$ cat config.mk
export PLATFORM = sky130hd
export DESIGN_NAME = rc5_infrared_command_decoder_unit_flat
export DESIGN_NICKNAME = d
export VERILOG_FILES = /design/src/rtl/rc5cd_pkg.sv /design/src/rtl/rc5cd_if.sv /design/src/rtl/rc5cd_front.sv /design/src/rtl/rc5cd_queue.sv /design/src/rtl/rc5cd_back.sv /design/src/rtl/rc5_infrared_command_decoder_unit.sv /design/src/flat_wrapper.sv
export SDC_FILE = /design/constraint.sdc
export NUM_CORES = 1
export LEC_CHECK = 0
export BUFFER_PORTS_ARGS = -buffer_cell sky130_fd_sc_hd__buf_4
export CAP_MARGIN = 10
export CORE_ASPECT_RATIO = 1.75
export CORE_MARGIN = 10
export CORE_UTILIZATION = 65
export DETAILED_ROUTE_END_ITERATION = 8
export PLACE_DENSITY_LB_ADDON = 0.25
export SYNTH_ARGS = -nofsm -noshare
export SYNTH_HDL_FRONTEND = slang
export SYNTH_SLANG_ARGS = --single-unit
$ cat constraint.sdc
create_clock -name clk -period 15.32 [get_ports clk]
set_input_delay 2.298 -clock clk [delete_from_list [all_inputs] [get_ports clk]]
set_output_delay 2.298 -clock clk [all_outputs]
set_load 0.01 [all_outputs]
$ cat src/rtl/rc5cd_pkg.sv
// Shared types, constants and helpers for the RC5 infrared command decoder.
// No dependencies; every other file of the block imports this package.
package rc5cd_pkg;

    localparam int TIME_W  = 16;
    localparam int CFG_W   = 16;
    localparam int ADDR_W  = 5;
    localparam int CMD_W   = 7;
    localparam int WORD_W  = 14;
    localparam int CNT_W   = 4;
    localparam int INDEX_W = 2;

    localparam logic [CFG_W-1:0] HALF_MIN_RST = 16'd640;
    localparam logic [CFG_W-1:0] HALF_MAX_RST = 16'd1140;
    localparam logic [CFG_W-1:0] FULL_MIN_RST = 16'd1400;
    localparam logic [CFG_W-1:0] FULL_MAX_RST = 16'd2100;

    // Bits still to gather after the start bit, and the count once all are in
    localparam logic [CNT_W-1:0] FRAME_BITS = 4'd13;
    localparam logic [CNT_W-1:0] BITS_DONE  = 4'd15;
    localparam logic [CNT_W-1:0] WORD_LEN   = CNT_W'(WORD_W);

    // Frame word layout below the start bit
    localparam int FIELD_POS  = 12;
    localparam int TOGGLE_POS = 11;
    localparam int ADDR_LSB   = 6;
    localparam int CMD_LOW_W  = 6;

    localparam int QUEUE_DEPTH = 2;
    localparam int QPTR_W      = $clog2(QUEUE_DEPTH);
    localparam int QCNT_W      = $clog2(QUEUE_DEPTH + 1);

    typedef logic [WORD_W-2:0] frame_word_t;

    typedef enum logic [INDEX_W-1:0] {
        REG_HALF_MIN = 2'd0,
        REG_HALF_MAX = 2'd1,
        REG_FULL_MIN = 2'd2,
        REG_FULL_MAX = 2'd3
    } cfg_index_t;

    typedef enum logic [1:0] {
        WIDTH_HALF = 2'd0,
        WIDTH_FULL = 2'd1,
        WIDTH_BAD  = 2'd2
    } width_class_t;

    typedef struct packed {
        logic empty;
        logic full;
    } queue_status_t;

    function automatic logic in_window(logic [TIME_W-1:0] w, logic [CFG_W-1:0] lo,
                                       logic [CFG_W-1:0] hi);
        return (w >= lo) && (w <= hi);
    endfunction

endpackage

$ cat src/rtl/rc5cd_if.sv
// Handshake channels of the RC5 decoder: capture words in, decoded results out.
// Depends on rc5cd_pkg for field widths.
interface rc5cd_capture_if import rc5cd_pkg::*; ();
    logic              valid;
    logic              ready;
    logic              mode;
    logic [TIME_W-1:0] edge_time;
    logic              edge_falling;

    modport source (output valid, output mode, output edge_time, output edge_falling,
                    input ready);
    modport sink (input valid, input mode, input edge_time, input edge_falling,
                  output ready);
endinterface

interface rc5cd_result_if import rc5cd_pkg::*; ();
    logic              valid;
    logic              ready;
    logic [ADDR_W-1:0] device_address;
    logic [CMD_W-1:0]  command_code;

    modport source (output valid, output device_address, output command_code,
                    input ready);
    modport sink (input valid, input device_address, input command_code,
                  output ready);
endinterface

$ cat src/rtl/rc5cd_front.sv
// Front end: polarity filter, pulse width windows, frame sequencer and repeat filter.
// Pushes each reported frame word into the queue. Depends on rc5cd_pkg, rc5cd_if.
module rc5cd_front import rc5cd_pkg::*;
(
    input  logic                 clk,
    input  logic                 rst_n,
    rc5cd_capture_if.sink        capture,
    input  logic                 cfg_wr_en,
    input  logic [INDEX_W-1:0]   cfg_index,
    input  logic [CFG_W-1:0]     cfg_wdata,
    input  queue_status_t        qstat,
    output logic                 push,
    output frame_word_t          push_word
);

    logic [CFG_W-1:0]  half_min_reg, half_max_reg, full_min_reg, full_max_reg;
    logic [TIME_W-1:0] prev_time_reg, prev_time_next;
    logic              expect_rising_reg, expect_rising_next;
    logic              frame_active_reg, frame_active_next;
    logic [CNT_W-1:0]  bits_left_reg, bits_left_next;
    logic [WORD_W-1:0] shift_word_reg, shift_word_next;
    logic              at_boundary_reg, at_boundary_next;
    logic              last_toggle_reg, last_toggle_next;
    logic              first_frame_reg, first_frame_next;
    logic              pending_reg, pending_next;

    logic              accept;
    logic [TIME_W-1:0] width;
    width_class_t      width_class;
    logic              store;
    logic [CNT_W-1:0]  bits_base;
    logic [WORD_W-1:0] shift_base;

    assign capture.ready = ~qstat.full;
    assign accept        = capture.valid & capture.ready;
    assign width         = capture.edge_time - prev_time_reg;

    // Half window wins where the two overlap
    always_comb
    begin
        if (in_window(width, half_min_reg, half_max_reg))
            width_class = WIDTH_HALF;
        else if (in_window(width, full_min_reg, full_max_reg))
            width_class = WIDTH_FULL;
        else
            width_class = WIDTH_BAD;
    end

    always_comb
    begin
        prev_time_next     = prev_time_reg;
        expect_rising_next = expect_rising_reg;
        frame_active_next  = frame_active_reg;
        bits_left_next     = bits_left_reg;
        shift_word_next    = shift_word_reg;
        at_boundary_next   = at_boundary_reg;
        last_toggle_next   = last_toggle_reg;
        first_frame_next   = first_frame_reg;
        pending_next       = pending_reg;
        store              = 1'b0;
        bits_base          = bits_left_reg;
        shift_base         = shift_word_reg;
        push               = 1'b0;

        if (accept)
        begin
            if (capture.mode)
            begin
                pending_next = 1'b0;
            end
            else if (capture.edge_falling != expect_rising_reg)
            begin
                prev_time_next = capture.edge_time;
                if (!pending_reg)
                begin
                    if (!frame_active_reg)
                    begin
                        // start bit opens a new frame
                        bits_base         = FRAME_BITS;
                        shift_base        = '0;
                        store             = 1'b1;
                        frame_active_next = 1'b1;
                    end
                    else if (at_boundary_reg)
                    begin
                        case (width_class)
                            WIDTH_HALF: at_boundary_next  = 1'b0;
                            WIDTH_FULL: store             = 1'b1;
                            default:    frame_active_next = 1'b0;
                        endcase
                    end
                    else if (width_class == WIDTH_HALF)
                    begin
                        store = 1'b1;
                    end
                    else
                    begin
                        frame_active_next = 1'b0;
                    end

                    bits_left_next  = bits_base;
                    shift_word_next = shift_base;
                    if (store)
                    begin
                        if (bits_base < WORD_LEN)
                            shift_word_next = shift_base
                                | (WORD_W'(capture.edge_falling) << bits_base);
                        bits_left_next   = bits_base - 1'b1;
                        at_boundary_next = 1'b1;
                    end

                    if (bits_left_next == BITS_DONE)
                    begin
                        // drop a repeat of the last reported frame
                        if (frame_active_next &&
                            (shift_word_next[TOGGLE_POS] != last_toggle_reg ||
                             first_frame_reg))
                        begin
                            push             = 1'b1;
                            pending_next     = 1'b1;
                            last_toggle_next = shift_word_next[TOGGLE_POS];
                            first_frame_next = 1'b0;
                        end
                        frame_active_next = 1'b0;
                    end
                end
                expect_rising_next = frame_active_next ? ~expect_rising_reg : 1'b0;
            end
        end
    end

    assign push_word = shift_word_next[WORD_W-2:0];

    always_ff @(posedge clk or negedge rst_n)
    begin
        if (!rst_n)
        begin
            half_min_reg <= HALF_MIN_RST;
            half_max_reg <= HALF_MAX_RST;
            full_min_reg <= FULL_MIN_RST;
            full_max_reg <= FULL_MAX_RST;
        end
        else if (cfg_wr_en)
        begin
            case (cfg_index_t'(cfg_index))
                REG_HALF_MIN: half_min_reg <= cfg_wdata;
                REG_HALF_MAX: half_max_reg <= cfg_wdata;
                REG_FULL_MIN: full_min_reg <= cfg_wdata;
                REG_FULL_MAX: full_max_reg <= cfg_wdata;
                default:      half_min_reg <= half_min_reg;
            endcase
        end
    end

    always_ff @(posedge clk or negedge rst_n)
    begin
        if (!rst_n)
        begin
            prev_time_reg     <= '0;
            expect_rising_reg <= 1'b0;
            frame_active_reg  <= 1'b0;
            bits_left_reg     <= FRAME_BITS;
            shift_word_reg    <= '0;
            at_boundary_reg   <= 1'b1;
            last_toggle_reg   <= 1'b0;
            first_frame_reg   <= 1'b1;
            pending_reg       <= 1'b0;
        end
        else
        begin
            prev_time_reg     <= prev_time_next;
            expect_rising_reg <= expect_rising_next;
            frame_active_reg  <= frame_active_next;
            bits_left_reg     <= bits_left_next;
            shift_word_reg    <= shift_word_next;
            at_boundary_reg   <= at_boundary_next;
            last_toggle_reg   <= last_toggle_next;
            first_frame_reg   <= first_frame_next;
            pending_reg       <= pending_next;
        end
    end

endmodule

$ cat src/rtl/rc5cd_queue.sv
// Short word queue between front end and result stage.
// Depends on rc5cd_pkg.
module rc5cd_queue import rc5cd_pkg::*;
(
    input  logic          clk,
    input  logic          rst_n,
    input  logic          push,
    input  frame_word_t   push_word,
    input  logic          pop,
    output frame_word_t   pop_word,
    output queue_status_t qstat
);

    frame_word_t       entry_reg [QUEUE_DEPTH];
    logic [QPTR_W-1:0] wr_ptr_reg, wr_ptr_next;
    logic [QPTR_W-1:0] rd_ptr_reg, rd_ptr_next;
    logic [QCNT_W-1:0] count_reg, count_next;

    assign qstat.empty = (count_reg == '0);
    assign qstat.full  = (count_reg == QCNT_W'(QUEUE_DEPTH));
    assign pop_word    = entry_reg[rd_ptr_reg];

    always_comb
    begin
        wr_ptr_next = wr_ptr_reg;
        rd_ptr_next = rd_ptr_reg;
        count_next  = count_reg;
        if (push)
            wr_ptr_next = (wr_ptr_reg == QPTR_W'(QUEUE_DEPTH - 1)) ? '0 : wr_ptr_reg + 1'b1;
        if (pop)
            rd_ptr_next = (rd_ptr_reg == QPTR_W'(QUEUE_DEPTH - 1)) ? '0 : rd_ptr_reg + 1'b1;
        if (push && !pop)
            count_next = count_reg + 1'b1;
        else if (pop && !push)
            count_next = count_reg - 1'b1;
    end

    always_ff @(posedge clk)
    begin
        if (push)
            entry_reg[wr_ptr_reg] <= push_word;
    end

    always_ff @(posedge clk or negedge rst_n)
    begin
        if (!rst_n)
        begin
            wr_ptr_reg <= '0;
            rd_ptr_reg <= '0;
            count_reg  <= '0;
        end
        else
        begin
            wr_ptr_reg <= wr_ptr_next;
            rd_ptr_reg <= rd_ptr_next;
            count_reg  <= count_next;
        end
    end

endmodule

$ cat src/rtl/rc5cd_back.sv
// Result stage: splits a frame word into address and command and holds it
// in the output register. Depends on rc5cd_pkg, rc5cd_if.
module rc5cd_back import rc5cd_pkg::*;
(
    input  logic           clk,
    input  logic           rst_n,
    input  queue_status_t  qstat,
    input  frame_word_t    pop_word,
    output logic           pop,
    rc5cd_result_if.source result
);

    logic              valid_reg, valid_next;
    logic [ADDR_W-1:0] addr_reg;
    logic [CMD_W-1:0]  cmd_reg;

    // load whenever the register is free or its word leaves this cycle
    assign pop = ~qstat.empty & (~valid_reg | result.ready);

    always_comb
    begin
        valid_next = valid_reg;
        if (pop)
            valid_next = 1'b1;
        else if (result.ready)
            valid_next = 1'b0;
    end

    always_ff @(posedge clk or negedge rst_n)
    begin
        if (!rst_n)
            valid_reg <= 1'b0;
        else
            valid_reg <= valid_next;
    end

    // field bit is sent inverted as command bit 6
    always_ff @(posedge clk)
    begin
        if (pop)
        begin
            addr_reg <= pop_word[ADDR_LSB +: ADDR_W];
            cmd_reg  <= {~pop_word[FIELD_POS], pop_word[CMD_LOW_W-1:0]};
        end
    end

    assign result.valid          = valid_reg;
    assign result.device_address = addr_reg;
    assign result.command_code   = cmd_reg;

endmodule

$ cat src/rtl/rc5_infrared_command_decoder_unit.sv
// Top level of the RC5 infrared command decoder: front end, queue, result stage.
// Depends on rc5cd_pkg, rc5cd_if, rc5cd_front, rc5cd_queue, rc5cd_back.
//
//  channel   dir  handshake     payload
//  capture   in   valid/ready   mode, edge_time[15:0], edge_falling
//  result    out  valid/ready   device_address[4:0], command_code[6:0]
//  cfg       in   cfg_wr_en     cfg_index[1:0], cfg_wdata[15:0]
//
// One capture word per cycle while capture ready is high; each word is decoded in the cycle it is taken.
// A reported frame is registered in the queue and then in the result register before it shows on result.
// Capture ready drops only while the two-word queue is full, which happens
// only while result is stalled. Reset clears all control state at once.
module rc5_infrared_command_decoder_unit import rc5cd_pkg::*;
(
    input  logic               clk,
    input  logic               rst_n,
    rc5cd_capture_if.sink      capture,
    rc5cd_result_if.source     result,
    input  logic               cfg_wr_en,
    input  logic [INDEX_W-1:0] cfg_index,
    input  logic [CFG_W-1:0]   cfg_wdata
);

    logic          push;
    logic          pop;
    frame_word_t   push_word;
    frame_word_t   pop_word;
    queue_status_t qstat;

    rc5cd_front u_front (
        .clk       (clk),
        .rst_n     (rst_n),
        .capture   (capture),
        .cfg_wr_en (cfg_wr_en),
        .cfg_index (cfg_index),
        .cfg_wdata (cfg_wdata),
        .qstat     (qstat),
        .push      (push),
        .push_word (push_word)
    );

    rc5cd_queue u_queue (
        .clk       (clk),
        .rst_n     (rst_n),
        .push      (push),
        .push_word (push_word),
        .pop       (pop),
        .pop_word  (pop_word),
        .qstat     (qstat)
    );

    rc5cd_back u_back (
        .clk      (clk),
        .rst_n    (rst_n),
        .qstat    (qstat),
        .pop_word (pop_word),
        .pop      (pop),
        .result   (result)
    );

endmodule

$ cat src/flat_wrapper.sv
// flat-port wrapper written by rule: the top's interface ports become plain ports
module rc5_infrared_command_decoder_unit_flat import rc5cd_pkg::*;
  (clk, rst_n, cfg_wr_en, cfg_index, cfg_wdata, capture_valid, capture_mode, capture_edge_time, capture_edge_falling, capture_ready, result_valid, result_device_address, result_command_code, result_ready);
  rc5cd_capture_if capture_i ();
  rc5cd_result_if result_i ();
  input  logic clk;
  input  logic rst_n;
  input  logic cfg_wr_en;
  input  logic [INDEX_W-1:0] cfg_index;
  input  logic [CFG_W-1:0] cfg_wdata;
  input wire logic [$bits(capture_i.valid)-1:0] capture_valid;
  input wire logic [$bits(capture_i.mode)-1:0] capture_mode;
  input wire logic [$bits(capture_i.edge_time)-1:0] capture_edge_time;
  input wire logic [$bits(capture_i.edge_falling)-1:0] capture_edge_falling;
  output wire logic [$bits(capture_i.ready)-1:0] capture_ready;
  output wire logic [$bits(result_i.valid)-1:0] result_valid;
  output wire logic [$bits(result_i.device_address)-1:0] result_device_address;
  output wire logic [$bits(result_i.command_code)-1:0] result_command_code;
  input wire logic [$bits(result_i.ready)-1:0] result_ready;
  assign capture_i.valid = capture_valid;
  assign capture_i.mode = capture_mode;
  assign capture_i.edge_time = capture_edge_time;
  assign capture_i.edge_falling = capture_edge_falling;
  assign capture_ready = capture_i.ready;
  assign result_valid = result_i.valid;
  assign result_device_address = result_i.device_address;
  assign result_command_code = result_i.command_code;
  assign result_i.ready = result_ready;
  rc5_infrared_command_decoder_unit u_core (.clk(clk), .rst_n(rst_n), .capture(capture_i), .result(result_i), .cfg_wr_en(cfg_wr_en), .cfg_index(cfg_index), .cfg_wdata(cfg_wdata));
endmodule
## Word level (Yosys, flattened, before mapping)

Memories as Yosys holds them, arrays and structs flattened.
Cells that the tools add are included.
Widths: inputs -> output; s select.

- Bits in registers: 121
- Memory bits (writable): 26
- Input port bits: 41
- Output and inout bits: 14
- Logic and storage cells: 146
- Memories: 1

Memory list:

| memory | words | bits a word | read ports | clocked after Yosys merged registers in | wr ports | line | source |
|---|---|---|---|---|---|---|---|
| u_core.u_queue.entry_reg | 2 | 13 | 1 | 0 | 1 | rc5cd_queue.sv:14 | `frame_word_t entry_reg [QUEUE_DEPTH];` |

- Add/subtract/negate cells: 6
- $lt $le $gt $ge: 5
- Equal/unequal tests: 8
- Shifts and indexed selects: 1
- Mux-type cells: 69
- Bitwise operators: 11
- Reduce and logical (&&, ||, !) cells: 25

Operator list:

| kind | count |
|---|---|
| $mux 14 | 11 |
| $mux 13 | 4 |
| $mux 1 | 40 |
| $mux 4 | 10 |
| $ge 16x16->1 | 2 |
| $le 16x16->1 | 2 |
| $sub 16x16->16 | 1 |
| $or 14x14->14 | 1 |
| $shl 1x4->14 | 1 |
| $reduce_and 2->1 | 5 |
| $mux 2 | 4 |
| $reduce_bool 2->1 | 4 |
| $not 1->1 | 7 |
| $eq 2x2->1 const B | 3 |
| $logic_not 2->1 | 3 |
| $reduce_and 6->1 | 1 |
| $logic_and 1x1->1 | 5 |
| $reduce_and 5->1 | 1 |
| $eq 2x1->1 const B | 2 |
| $eq 4x4->1 const B | 1 |
| $lt 4x4->1 const B | 1 |
| $reduce_and 4->1 | 1 |
| $sub 4x1->4 const B | 1 |
| $reduce_and 3->1 | 1 |
| 9 further kinds | 13 |

## Logic depth before layout (Yosys ltp)

Gate-level depths: netlist of run 1.

- Depth after elaboration: 31
- Depth in mapped cells: 24
- Gate-level depth less buffers: 24

## Modules after synthesis

From an unflattened synthesis of run 1, not the netlist that was laid out.

- Cells, all modules: 731
- Area total of the unflattened synthesis: 8018.9 µm²

Modules (own cells, without submodules):

| module | times used | cells an instance | area an instance (µm²) | seq. area each (µm²) |
|---|---|---|---|---|
| rc5cd_front | 1 | 657 | 6480.0 | 2605.0 |
| rc5cd_queue | 1 | 56 | 1124.8 | 880.8 |
| rc5cd_back | 1 | 18 | 414.1 | 385.4 |

## Worst setup path after synthesis of run 1

OpenSTA, ideal clock, no wires.

- Path type: input to register
- Start: input port capture_edge_time[0]
- End: memory u_core.u_queue.entry_reg[1][0] (netlist name) (enable)
- Library setup time: 0.380 ns
- Arrival time: 6.719 ns
- Path slack: 8.221 ns
- Stages: 19
- Path buffers: 0
- Cell sequence: inv_1 > ha_1 > fa_1 > nor2b_1 > o21a_1 > o21ai_0 > a21oi_1 > o2111ai_1 > a31oi_1 > o311ai_0 > ha_1 > nand4_1 > or4_1 > nor2_1 > a21oi_2 > nor4_4 > mux2i_1 > o2111ai_1 > nor2_1

- Longest elaborated chain between the ends: 29

RTL lines:

| what | line | source |
|---|---|---|
| start, declared | flat_wrapper.sv:13 | `input wire logic [$bits(capture_i.edge_time)-1:0] capture_edge_time;` |
| $sub 16x16->16 * | rc5cd_front.sv:36 | `assign width = capture.edge_time - prev_time_reg;` |
| $ge 16x16->1 / $le 16x16->1 (equally long branches) | rc5cd_pkg.sv:55 | `return (w >= lo) && (w <= hi);` |
| $logic_and 1x1->1 | rc5cd_pkg.sv:55 |  |
| $mux 2 | rc5cd_front.sv:43 | `else if (in_window(width, full_min_reg, full_max_reg))` |
| $mux 2 * | rc5cd_front.sv:41 | `if (in_window(width, half_min_reg, half_max_reg))` |
| $eq 2x1->1 / $logic_not 2->1 (equally long branches) | rc5cd_front.sv:86, rc5cd_front.sv:92 |  |
| $mux 1, on equally long branches | rc5cd_front.sv:86, rc5cd_front.sv:92 |  |
| $mux 1 | rc5cd_front.sv:84 | `else if (at_boundary_reg)` |
| [13 not listed] | n/a |  |
| $mux 1 | rc5cd_front.sv:115 | `if (frame_active_next &&` |
| $mux 1 * | rc5cd_front.sv:112 | `if (bits_left_next == BITS_DONE)` |
| $mux 1 * | rc5cd_front.sv:74 | `if (!pending_reg)` |
| $mux 1 * | rc5cd_front.sv:71 | `else if (capture.edge_falling != expect_rising_reg)` |
| $mux 1 * | rc5cd_front.sv:67 | `if (capture.mode)` |
| $mux 1 * | rc5cd_front.sv:65 | `if (accept)` |
| $mux 1 * | rc5cd_queue.sv:40 | `if (push)` |
| $mux 1 (not written as such) * | rc5cd_queue.sv:41 | `entry_reg[wr_ptr_reg] <= push_word;` |
| end, declared | rc5cd_queue.sv:14 |  |

Every way passes the cells marked *; elsewhere a longest branch is shown, timed or not. The select of a mux whose other input is x is not followed.

## Worst setup path after layout of run 1

- Start: input port capture_edge_time[0]
- End: memory u_core.u_queue.entry_reg[0][2] (netlist name) (enable)

The elaborated chain is that of the path after synthesis.

==> impl_summary.md, run 1 <==
Synthesis
For this run, the leading register cell type out of synthesis is dfrtp_1. After synthesis, the cell types taking the most area are dfrtp_1 (27%), edfxtp_1 (14%), ha_1 (13%). Averaged over all synthesized cells, the footprint is 10.9 sq um. The number of nets handed over by synthesis was 851. In the post-synthesis netlist, the cell with the most instances is inv_1. The share of the synthesized area in the top cell type is 0.270.

Synthesis handed over a netlist of 728 instances. The cell accounting for the most synthesized area is dfrtp_1. During synthesis, Yosys emitted a total of 0 warnings. After synthesis, the most frequently instantiated cells are inv_1 (87), dfrtp_1 (86), ha_1 (81), nand2_1 (66), mux2_2 (65). In the synthesized netlist the async set-or-reset flop fraction comes to 0.750. After synthesis the netlist holds a flip-flop and latch count of 144.

For this run, the register share of the synthesized area comes to 0.478. In this run the cell area of the synthesized design comes to 7970 sq um. The synthesized design contains 36 enable-type register cells. The post-synthesis cell type count is 61.

Power
The logic gate share of total power is 0.517. The internal portion of the total power is 1.14 mW. Of the total power, the share spent switching nets is 0.417.

Overall power consumption after layout is estimated at 1.96 mW. The sequential group share of total power is 0.283. The largest voltage drop on the vdd net is 0.000128 V. The analysis attributes to cell leakage a power of 4.11 nW. The share of total power dissipated in the clock network is 0.200. Power spread over the standard cell area amounts to 215 nW/um^2. For this design the total switching power over the nets is 816 uW.

Worst setup path
The critical path class is in2reg. The setup slack of the most critical reg-to-reg path is 9060 ps. The kind of start point of the critical path is an input pin. The type of element capturing the critical path is a flop. The worst endpoint data arrival time is 7940 ps. Data on the critical path is required at its endpoint by 15350 ps. Of all nets on the critical path, the largest fanout is 12.

Cells and area
The synthesis-to-finish area growth is 14.2%. The layout cell share with drive strength beyond 1 is 0.233. The number of antenna repair diodes is 0. The register with the most flip-flops in the layout has 24 of them.

The number of fill cells in the layout is 813. The count of nets after finishing is 909. The total area of sequential cells is 3810 sq um. The multi-input combinational cells in the finished layout cover a total of 3770 sq um.

Floorplanning
The number of I/O pins is 55. The initial core utilization is 0.664. The count of standard-cell rows is 53. The floorplan step defined a die boundary enclosing 17300 sq um.

The die is 166 um tall. The core region area is 12000 sq um. The chip width is 104 um.

Clock network
The clock root buffer is clkbuf_16. TritonCTS built the clock tree. The clock latency reported for the late side of the worst-skew pair is 420 ps.

The deepest clock path buffer count is 2. CTS built an H-tree with a depth of 4. The count of cells resized by post-cts repair is 0. Post-CTS timing repair inserted 0 buffers for setup. Hold repair after CTS inserted 0 buffers.

After clock tree synthesis, the clock-pin slew on the worst setup and hold paths is 60 ps. The sink count of the clock tree is 144. The number of buffers created by CTS is 17.

STA
The count of pins over their slew limit was 0. In the finished design, the share of the clock period the worst path needs comes to 0.516. The final number of setup-violating endpoints is 0. The final hold slack is 496 ps. The clock tree skew after final layout is 12.3 ps. The shortest clock period the worst path allows after layout is 7900 ps. The upper clock frequency limit is 0.127 GHz.

The final critical-path setup slack is 7420 ps. The relative slew slack is 0.280. The final sum of negative setup slack is 0 ps. At the pin with the least slew margin, the transition time is 1080 ps. Setup repair after global routing left no endpoint under its margin.

The hold violation count in the final report is 0.

Global routing
For met3 alone, demand over resource in global routing was 0.0460. The number of global-route vias before repair is 6255. The first-pass GRT wire length is 30.2 mm. In the global route stage, met2 resource usage came out at 0.416.

The met1 layer usage reported by global route is 0.198. The remaining global-route overflow is 0. In this run the most used layer during global routing was met2. The global-route total usage across every layer is 0.218. The initial antenna violation count is 0.

Entering global routing, the biggest net connects 56 pins.

Routing
The routed length per placed instance is 19.2 um. The initial detailed-routing violation count is 301. In the routed design, unresolved DRC markers number 0.

The routed design has 18.6 mm of wire. The per-cell via count in the routed design is 5.98. Once detail routing completed, the nets flagged for antenna violations numbered 0.

For this block, the via count after detailed routing is 5767. The number of detailed-routing iterations run before antenna repair is 5.

Status
The flow ran to the end, and the final reports show no timing, DRC or antenna violations.

Place
During placement, the flow inserted port buffers numbering 54. The HPWL reported at the end of detailed placement is 14.1 mm. The pre-CTS setup slack is 7010 ps. The final estimated routing congestion in global placement is 0.859.

Worst hold path
The class of the tightest hold or removal check is reg2reg.

Flow run
The count of max-cap constraint violations is 0.
==> critical path, cell delays in order <==
cell and delay, ps:
buf_4 120, inv_1 50, ha_1 180, fa_1 230
nor2b_1 60, o21a_1 170, o21ai_0 220, a21oi_1 130
o2111ai_1 250, a31oi_1 180, o311ai_0 880, ha_1 280
nand4_1 110, or4_1 440, nor2_1 210, a21oi_2 70
nor4_4 470, mux2i_1 320, o2111ai_1 330, nor2_1 940
==> cells in the final DEF (no fill, tap or decap), drive strengths merged, types with 4 or more instances in the layout <==
cell type  count
a22o           6
o21ai         50
o21a           4
xnor2         13
nor2          18
a21oi         32
nor2b          5
a21o           8
and3           6
nand2         66
nand2b        10
nand3         13
inv           90
clkinv         4
a31oi          5
ha            81
dfrtp         86
nand3b         6
mux2i          5
a32o           5
or4            5
or3            4
clkinvlp       5
edfxtp        36
nor3          11
buf           57
dfstp         22
a211oi         4
clkbuf        19
xor2           7
nand4          9
mux2          66
==> cell families (layout without fill, tap and decap cells) <==
group | Yosys count | after routing | synth area share
buffers and inverters | 105 | 176 | 0.0500
XOR/XNOR | 20 | 20 | 0.0220
AND/OR/NAND/NOR | 168 | 168 | 0.109
adder cells (fa/ha/maj) | 82 | 82 | 0.130
AO/OA/AOI/OAI | 138 | 138 | 0.110
flip-flops | 144 | 144 | 0.478
multiplexers | 71 | 71 | 0.100
==> cell type report <==
type,instances,area share
inverter,87,0.0359
sequential,144,0.419
clock buffer,19,0.0487
tap,165,0.0227
timing repair buffer,57,0.0471
clock inverter,13,0.0124
multi-input combinational,479,0.414
==> through the flow <==
step	instances	util	cell area, sq um
floorplan	728	-	7970
global route	964	0.758	9090
finish	964	0.758	9090
detailed placement	932	0.711	8540
CTS	964	0.758	9090
global placement	932	0.711	8540
==> power groups by stage <==
| stage | combinational (mW) | clock, mW | sequential [mW] |
|---|---|---|---|
| after floorplan | 0.718 | 0 | 0.532 |
| after global placement | 0.947 | 0 | 0.554 |
| after detailed placement | 0.991 | 0 | 0.559 |
| after CTS | 1.01 | 0.392 | 0.553 |
| after global routing | 1.12 | 0.408 | 0.563 |
| final | 1.01 | 0.391 | 0.554 |
==> path summary, 6_finish.rpt <==
kind                                                 start                              to  cells after the start
setup / recovery                      capture_edge_time[0]  u_core.u_queue.entry_reg[0][2]                     20
hold / removal                  u_core.u_back.result.valid      u_core.u_back.result.valid                      2
setup reg to reg           u_core.u_front.prev_time_reg[2]  u_core.u_queue.entry_reg[0][2]                     18
hold reg to reg                 u_core.u_back.result.valid      u_core.u_back.result.valid                      2
max in group asynchronous                            rst_n  u_core.u_front.full_max_reg[3]                      2
min in group asynchronous                            rst_n  u_core.u_front.half_max_reg[8]                      1
==> per-layer routing <==
layer  share of wire  wire, um
met5               0         0
met1            0.35      6470
met3           0.032       602
met2            0.55     10300
met4           0.064      1190
No activity file was read; power rests on OpenSTA's default activity.
==> run 2, diff against run 1 <==
--- a/config.mk
+++ b/config.mk
@@ -5,11 +5,12 @@
 export SDC_FILE = /design/constraint.sdc
 export NUM_CORES = 1
 export LEC_CHECK = 0
+export ABC_AREA = 1
 export BUFFER_PORTS_ARGS = -buffer_cell sky130_fd_sc_hd__buf_4
 export CAP_MARGIN = 10
 export CORE_ASPECT_RATIO = 1.75
 export CORE_MARGIN = 10
-export CORE_UTILIZATION = 65
+export CORE_UTILIZATION = 61
 export DETAILED_ROUTE_END_ITERATION = 8
 export PLACE_DENSITY_LB_ADDON = 0.25
 export SYNTH_ARGS = -nofsm -noshare
==> constraint.sdc (replaced) <==
create_clock -name clk -period 7.48 [get_ports clk]
set_input_delay 1.122 -clock clk [delete_from_list [all_inputs] [get_ports clk]]
set_output_delay 1.122 -clock clk [all_outputs]
set_load 0.01 [all_outputs]
==> impl_summary.md, run 2 <==
Status
The run finished with clean final reports.

STA
Setup repair after global routing left no endpoint under its margin. The part of the cycle the worst path needs is 0.764. The hold violation count in the final report came to 0 (unchanged). The final hold slack is 486 ps (-9.99 ps). The count of pins over their slew limit is 0 (unchanged). The upper clock frequency limit is 0.175 GHz. The shortest clock period the worst path allows after layout is 5710 ps. The final sum of negative setup slack came to 0 ps (unchanged). The final critical-path setup slack was 1770 ps (-5650 ps). The actual transition at the worst max-transition pin is 1180 ps (+101 ps). The clock tree skew after final layout came to 8.63 ps (-3.63 ps).

The final number of setup-violating endpoints came to 0 (unchanged). The relative slew slack is 0.212 (-0.0671).

Cells and area
The number of fill cells in the layout is 1066 (+31%). The flip-flop count of the largest register after layout came to 24 (unchanged). The library cells used most frequently in the layout, excluding fill and tap cells, are nand2_1 (234), inv_1 (158), o21ai_0 (115), dfrtp_1 (86), ha_1 (81).

The layout cell share with drive strength beyond 1 is 0.145 (-0.0874). The synthesis-to-finish area growth is 14.0%. The number of antenna repair diodes was 0 (unchanged). The count of nets after finishing is 1128 (+24%). The library cell used most frequently in the layout, excluding fill and tap cells, is nand2_1. The total area of sequential cells was 3810 sq um (unchanged). The multi-input logic area is 3670 sq um (-2.6%). The count of placed standard cells in the final layout, fillers left out is 1192 (+24%).

Flow run
The count of max-cap constraint violations was 0 (unchanged).

Power
The largest voltage drop on the vdd net is 0.000245 V (+91%). The internal power is 2.44 mW (+110%). The logic gate share of total power was 0.545 (+0.028). The leakage dissipation is 4.66 nW (+13%). The sequential group share of total power is 0.259 (-0.024).

The switching power of the nets is 2.01 mW (+150%). The clock share of power is 0.196 (-0.004). The total power of the final layout is 4.45 mW (+130%). The power per cell area is 477 nW/um^2 (+120%).

The switching part of the total was 0.452 (+0.0345).

Floorplanning
The die span in y is 173 um (+4.1%). The number of I/O pins came to 55 (unchanged). The count of standard-cell rows is 56 (+5.7%). The die outline area came to 18600 sq um (+8.0%). The chip width is 108 um (+3.8%).

The core region area is 13300 sq um (+11%). The initial core utilization is 0.615 (-0.0484).

Global routing
The initial antenna violation count was 0 (unchanged). The largest net degree at the start of global routing is 60 (+7.1%). The first-pass GRT wire length is 31.2 mm (+3.3%). The number of global-route vias before repair was 6584 (+5.3%). The global-route total usage across every layer is 0.208 (-0.00981). The remaining global-route overflow is 0 (unchanged).

Synthesis
The number of instances in the synthesized netlist is 951 (+31%). Among all cell types in the netlist, the one instantiated most often is nand2_1. The largest total area in the synthesized netlist belongs to dfrtp_1. The share of the synthesized area in the top cell type is 0.263 (-0.00743). The sequential element share of the synthesized area is 0.465 (-0.0132). By area the synthesized netlist is led by dfrtp_1 (26%), edfxtp_1 (13%), ha_1 (12%). The post-synth design cell area is 8190 sq um (+2.8%). Among all flip-flop cells after synthesis, the most frequent one is dfrtp_1. The post-synthesis cell type count is 45 (-26%).

The proportion of register bits with asynchronous set or reset after synthesis is 0.750 (unchanged). The commonest cells after synthesis are nand2_1 (234), inv_1 (158), o21ai_0 (115), dfrtp_1 (86), ha_1 (81). The number of synthesized flops with an enable pin was 36 (unchanged). The register bit count reported by yosys is 144 (unchanged). The post-synthesis net count is 1074 (+26%). The number of warnings issued by yosys is 0 (unchanged). The mean area per synthesized cell was 8.61 sq um (-21%).

Worst setup path
The depth of the most critical reg-to-reg path came to 23 (+5). The kind of start point of the critical path is an input pin. STA classifies the critical path endpoint as a flop. The critical path is of the in2reg type. The highest net fanout along the worst path is 12 (unchanged). The required time at the worst-slack endpoint is 7520 ps (-7830 ps). The worst endpoint data arrival time is 5760 ps (-2180 ps).

Place
The pre-CTS setup slack is 1300 ps (-5710 ps). The HPWL reported at the end of detailed placement is 14.4 mm (+1.9%). The number of placed instances, taps included is 1160 (+24%). The final estimated routing congestion in global placement is 0.922 (+7.4%).

The number of I/O port buffers is 54 (unchanged).

Worst hold path
The worst hold path belongs to the class reg2reg. The cell depth of the worst min-delay path came to 2 (unchanged).

Clock network
The sink count of the clock tree is 144 (unchanged). The count of cells resized by post-cts repair came to 0 (unchanged). The deepest clock path buffer count is 2 (unchanged).

The clock-pin slew on the worst setup and hold paths is 60 ps (about the same). The TritonCTS clock tree is yes. The deepest level of the CTS H-tree is 4 (unchanged). The clock root buffer is clkbuf_16. The number of buffers inserted for hold repair after clock tree synthesis is 0 (unchanged).

The buffer count from post-CTS setup fixing is 0 (unchanged). The clock latency reported for the late side of the worst-skew pair is 430 ps (about the same). The number of buffers created by CTS is 17 (unchanged).

Routing
The initial detailed-routing violation count is 302 (+0.33%). The wire length on met2 is 10.7 mm (+4.3%). The per-cell via count in the routed design is 5.30 (-11%).

The final routed DRC violation total is 0 (unchanged). The overall routed net length is 18.7 mm (+0.95%). The routed length per placed instance is 15.7 um (-18%). The via count of the routed design was 6322 (+9.6%). The wire length on met3 is 516 um (-14%). The wire length on met1 came to 6.88 mm (+6.4%). The number of routed nets with antenna violations came to 0 (unchanged). The top metal layer carrying routed signals is met4. The number of detailed-routing iterations run before antenna repair was 5 (unchanged).
-- run 2: power groups by stage --
stage / clock network (mW) / registers, mW / logic (mW)
after floorplan: 0 / 1.13 / 1.81
after global placement: 0 / 1.16 / 2.32
after detailed placement: 0 / 1.16 / 2.40
after CTS: 0.875 / 1.15 / 2.43
after global routing: 0.908 / 1.18 / 2.76
final: 0.874 / 1.15 / 2.42
-- run 2: cells by family after synthesis --
group	synth area share
and+or+nand+nor	0.186
buffers and inverters	0.0868
AOI/OAI and AO/OA	0.114
DFF	0.465
adders and majority gates	0.126
xor gates and xnor gates	0.0203
muxes	0.00122
-- run 2: final timing paths --
path | startpoint | endpoint | slack (ps)
setup / recovery | capture_edge_time[0] | u_core.u_queue.entry_reg[1][2] | 1770
hold / removal | u_core.u_front.half_max_reg[7] | u_core.u_front.half_max_reg[7] | 490
setup reg to reg | u_core.u_front.prev_time_reg[0] | u_core.u_queue.entry_reg[1][2] | 2200
hold reg to reg | u_core.u_front.half_max_reg[7] | u_core.u_front.half_max_reg[7] | 490
max in group asynchronous | rst_n | u_core.u_front.prev_time_reg[8] | 5560
min in group asynchronous | rst_n | u_core.u_front.pending_reg | 700
-- run 2: layer usage --
metal  global-route usage  up-vias
li1                     -     3176
met1                0.211     2989
met2                0.397      114
met3               0.0257       43
met4                0.103        0
met5                    0        -
-- run 2: metrics by stage --
step	instance area (sq um)	util
2_1_floorplan	8190	-
3_3_place_gp	8740	0.656
3_5_place_dp	8740	0.656
4_1_cts	9340	0.701
5_1_grt	9340	0.701
6_report	9340	0.701
-- run 2: cell type report --
cell class,instances,share of cell area
Sequential cell,144,0.408
Multi-Input combinational cell,623,0.393
Clock buffer,17,0.0456
Tap cell,174,0.0233
Timing Repair Buffer,57,0.0458
Inverter,162,0.0654
Clock inverter,15,0.0186
-- run 2: critical path, cell delays in order --
cell	delay [ps]
buf_4	80
inv_1	40
ha_1	250
fa_1	410
nand3b_1	160
and2_1	190
o221ai_1	240
nand2_1	80
a21oi_1	200
xor2_1	400
ha_1	350
nand2_1	90
o21bai_1	100
a21oi_1	70
nor2_1	90
nand2_1	120
nand2_2	130
nand3_4	120
nand2_4	170
nand2_1	110
nand2_1	100
nand2_1	60
nand3_1	80
nand4_1	160
nor2_1	810
==> run 3, diff against run 2 <==
--- a/config.mk
+++ b/config.mk
@@ -10,7 +10,7 @@
 export CAP_MARGIN = 10
 export CORE_ASPECT_RATIO = 1.75
 export CORE_MARGIN = 10
-export CORE_UTILIZATION = 61
+export CORE_UTILIZATION = 55
 export DETAILED_ROUTE_END_ITERATION = 8
 export PLACE_DENSITY_LB_ADDON = 0.25
 export SYNTH_ARGS = -nofsm -noshare
==> constraint.sdc (replaced) <==
create_clock -name clk -period 5 [get_ports clk]
set_input_delay 0.75 -clock clk [delete_from_list [all_inputs] [get_ports clk]]
set_output_delay 0.75 -clock clk [all_outputs]
set_load 0.01 [all_outputs]
==> impl_summary.md, run 3 (synthesized netlist as in run 2, its figures left out) <==
Global routing
The remaining global-route overflow is 0 (unchanged). The global-route total usage across every layer is 0.189 (-0.0190). The initial antenna violation count is 0 (unchanged). The number of global-route vias before repair is 6651 (+1.0%). The first-pass GRT wire length is 31.7 mm (+1.5%).

The largest net degree at the start of global routing is 68 (+13%).

Worst setup path
The depth of the most critical reg-to-reg path came to 28 (+22%). The kind of start point of the critical path is an input pin. The critical path class is in2reg.

The peak per-stage delay on the critical path is 380 ps (-430 ps). The highest net fanout along the worst path came to 12 (unchanged). The launch point of the critical path is capture_edge_time[0]. The type of element capturing the critical path is a flop. The slowest cell on the critical path is fa_1. The setup slack of the most critical reg-to-reg path is 370 ps (-1830 ps). The worst endpoint data arrival time came to 4820 ps (-940 ps). The required time at the worst-slack endpoint is 5120 ps (-2400 ps). The reg-to-reg startpoint is u_core.u_front.prev_time_reg[0].

The cell with the most instances on the worst path is nand2_1.

Flow run
The count of max-cap constraint violations is 0 (unchanged).

Routing
The routed length per placed instance was 15.4 um (-1.8%). The wire length on met1 was 7.15 mm (+3.9%). The per-cell via count in the routed design is 5.18 (-2.3%). The number of detailed-routing iterations run before antenna repair is 5 (unchanged).

The via count of the routed design came to 6423 (+1.6%). The wire length on met2 is 10.8 mm (+0.43%). The number of routed nets with antenna violations is 0 (unchanged). The overall routed net length is 19.1 mm (+2.1%). The detailed router used layers up to and including met4. The initial detailed-routing violation count came to 283 (-6.3%). The final routed DRC violation total is 0 (unchanged). The wire length on met3 is 602 um (+17%).

Cells and area
The core occupancy in the finished layout is 0.657 (-0.0441). The top cell types in the final layout, fill and taps aside, are nand2_1 (231), inv_1 (156), o21ai_0 (114), buf_4 (93), dfrtp_1 (86). The number of fill cells in the layout came to 1252 (+17%). The count of nets after finishing is 1166 (+3.4%). The library cell used most frequently in the layout, excluding fill and tap cells, is nand2_1. The flip-flop count of the largest register after layout is 24 (unchanged). The count of placed standard cells in the final layout, fillers left out is 1239 (+3.9%).

The number of antenna repair diodes is 0 (unchanged). The layout cell share with drive strength beyond 1 was 0.192 (+0.0469). The cell area after layout came to 9700 sq um (+3.9%). Compared with the post-synthesis result, the final layout area differs by 18.5%.

STA
The final number of setup-violating endpoints is 0 (unchanged). The upper clock frequency limit is 0.213 GHz. The final sum of negative setup slack is 0 ps (unchanged). The final critical-path setup slack is 307 ps (-1460 ps). The worst path in the final design needs a cycle of 4690 ps, including I/O delays and setup. The relative slew slack is 0.212 (-0.000330).

The count of pins over their slew limit is 0 (unchanged). The part of the cycle the worst path needs is 0.939. The hold violation count in the final report was 0 (unchanged). The actual transition at the worst max-transition pin is 1180 ps (+0.493 ps). The clock tree skew after final layout came to 10.6 ps (+1.92 ps).

Clock network
The deepest clock path buffer count is 2 (unchanged). The buffer count from post-CTS setup fixing came to 0 (unchanged). The clock latency reported for the late side of the worst-skew pair is 420 ps (about the same). The clock root buffer is clkbuf_16. The count of cells resized by post-cts repair is 0 (unchanged).

The clock-pin slew on the worst setup and hold paths came to 60 ps (about the same). The sink count of the clock tree is 144 (unchanged). The deepest level of the CTS H-tree came to 4 (unchanged).

The number of buffers inserted for hold repair after clock tree synthesis is 0 (unchanged). The TritonCTS clock tree is yes. The number of buffers created by CTS is 17 (unchanged).

Place
The HPWL reported at the end of detailed placement is 14.3 mm (-0.70%). The placed cell area is 9040 sq um (+3.5%). The number of I/O port buffers is 54 (unchanged). The pre-CTS setup slack came to -326 ps (-1630 ps).

The number of placed instances, taps included is 1207 (+4.1%). The final estimated routing congestion in global placement is 0.931 (+0.98%).

Floorplanning
The count of standard-cell rows was 59 (+5.4%). The core region area is 14800 sq um (+11%). The initial core utilization is 0.555 (-0.0605).

The chip width is 112 um (+4.3%). The number of I/O pins is 55 (unchanged). The die outline area is 20400 sq um (+9.2%). The die span in y came to 181 um (+4.7%).

Power
The power per cell area is 724 nW/um^2 (+52%). The largest voltage drop on the vdd net is 0.000324 V (+32%). The leakage dissipation is 4.80 nW (+3.1%).

Status
The run finished with clean final reports.

Worst hold path
The path class of the tightest hold or removal check is in2async.
==> run 3: cell count changes in the layout (fill, tap and decap cells not counted), moves of 3 or more <==
cell / before / now
buf_4: 57 / 93
nand2_1: 234 / 231
ha_4: 0 / 4
a21oi_2: 2 / 5
nand2_2: 11 / 14
ha_1: 81 / 76
clkinvlp_4: 2 / 6
a21oi_1: 37 / 34
==> run 3: critical path: cells and delay by family <==
family	cells	cell delay (ps)
and+or+nand+nor	18	2010
adders and majority gates	3	880
buffers and inverters	6	660
AOI/OAI and AO/OA	2	350
xor gates and xnor gates	1	140
==> run 3: stage by stage <==
| stage | hold slack [ps] | total power [mW] |
|---|---|---|
| 2_1_floorplan | 437 | 4.40 |
| 3_3_place_gp | 460 | 5.55 |
| 3_5_place_dp | 464 | 5.64 |
| 4_1_cts | 461 | 6.93 |
| 5_1_grt | 482 | 7.65 |
| 6_report | 432 | 7.02 |
==> run 3: routing by layer <==
metal | up-vias | global-route usage
met5 | - | 0
met4 | 0 | 0.0907
met3 | 37 | 0.0257
met2 | 149 | 0.361
met1 | 2981 | 0.195
li1 | 3256 | -
==> run 3: power breakdown <==
part	internal (mW)	total [mW]	switching [mW]
logic	1.68	4.10	2.42
clock network	0.652	1.20	0.548
registers	1.55	1.72	0.170
total	3.88	7.02	3.14
==> run 3: worst paths after layout <==
path                                                    to
max                         u_core.u_queue.entry_reg[1][4]
min                        u_core.u_front.prev_time_reg[6]
max reg2reg                 u_core.u_queue.entry_reg[1][4]
min reg2reg                    u_core.u_queue.count_reg[0]
max in group asynchronous   u_core.u_front.half_max_reg[5]
min in group clk               u_core.u_queue.count_reg[0]
==> run 3: layout make-up <==
class | count | area (sq um) | share of cell area
Clock buffer | 18 | 429 | 0.0442
Clock inverter | 14 | 123 | 0.0126
Inverter | 162 | 611 | 0.0629
Multi-Input combinational cell | 623 | 3770 | 0.389
Sequential cell | 144 | 3810 | 0.393
Tap cell | 183 | 229 | 0.0236
Timing Repair Buffer | 95 | 729 | 0.0752
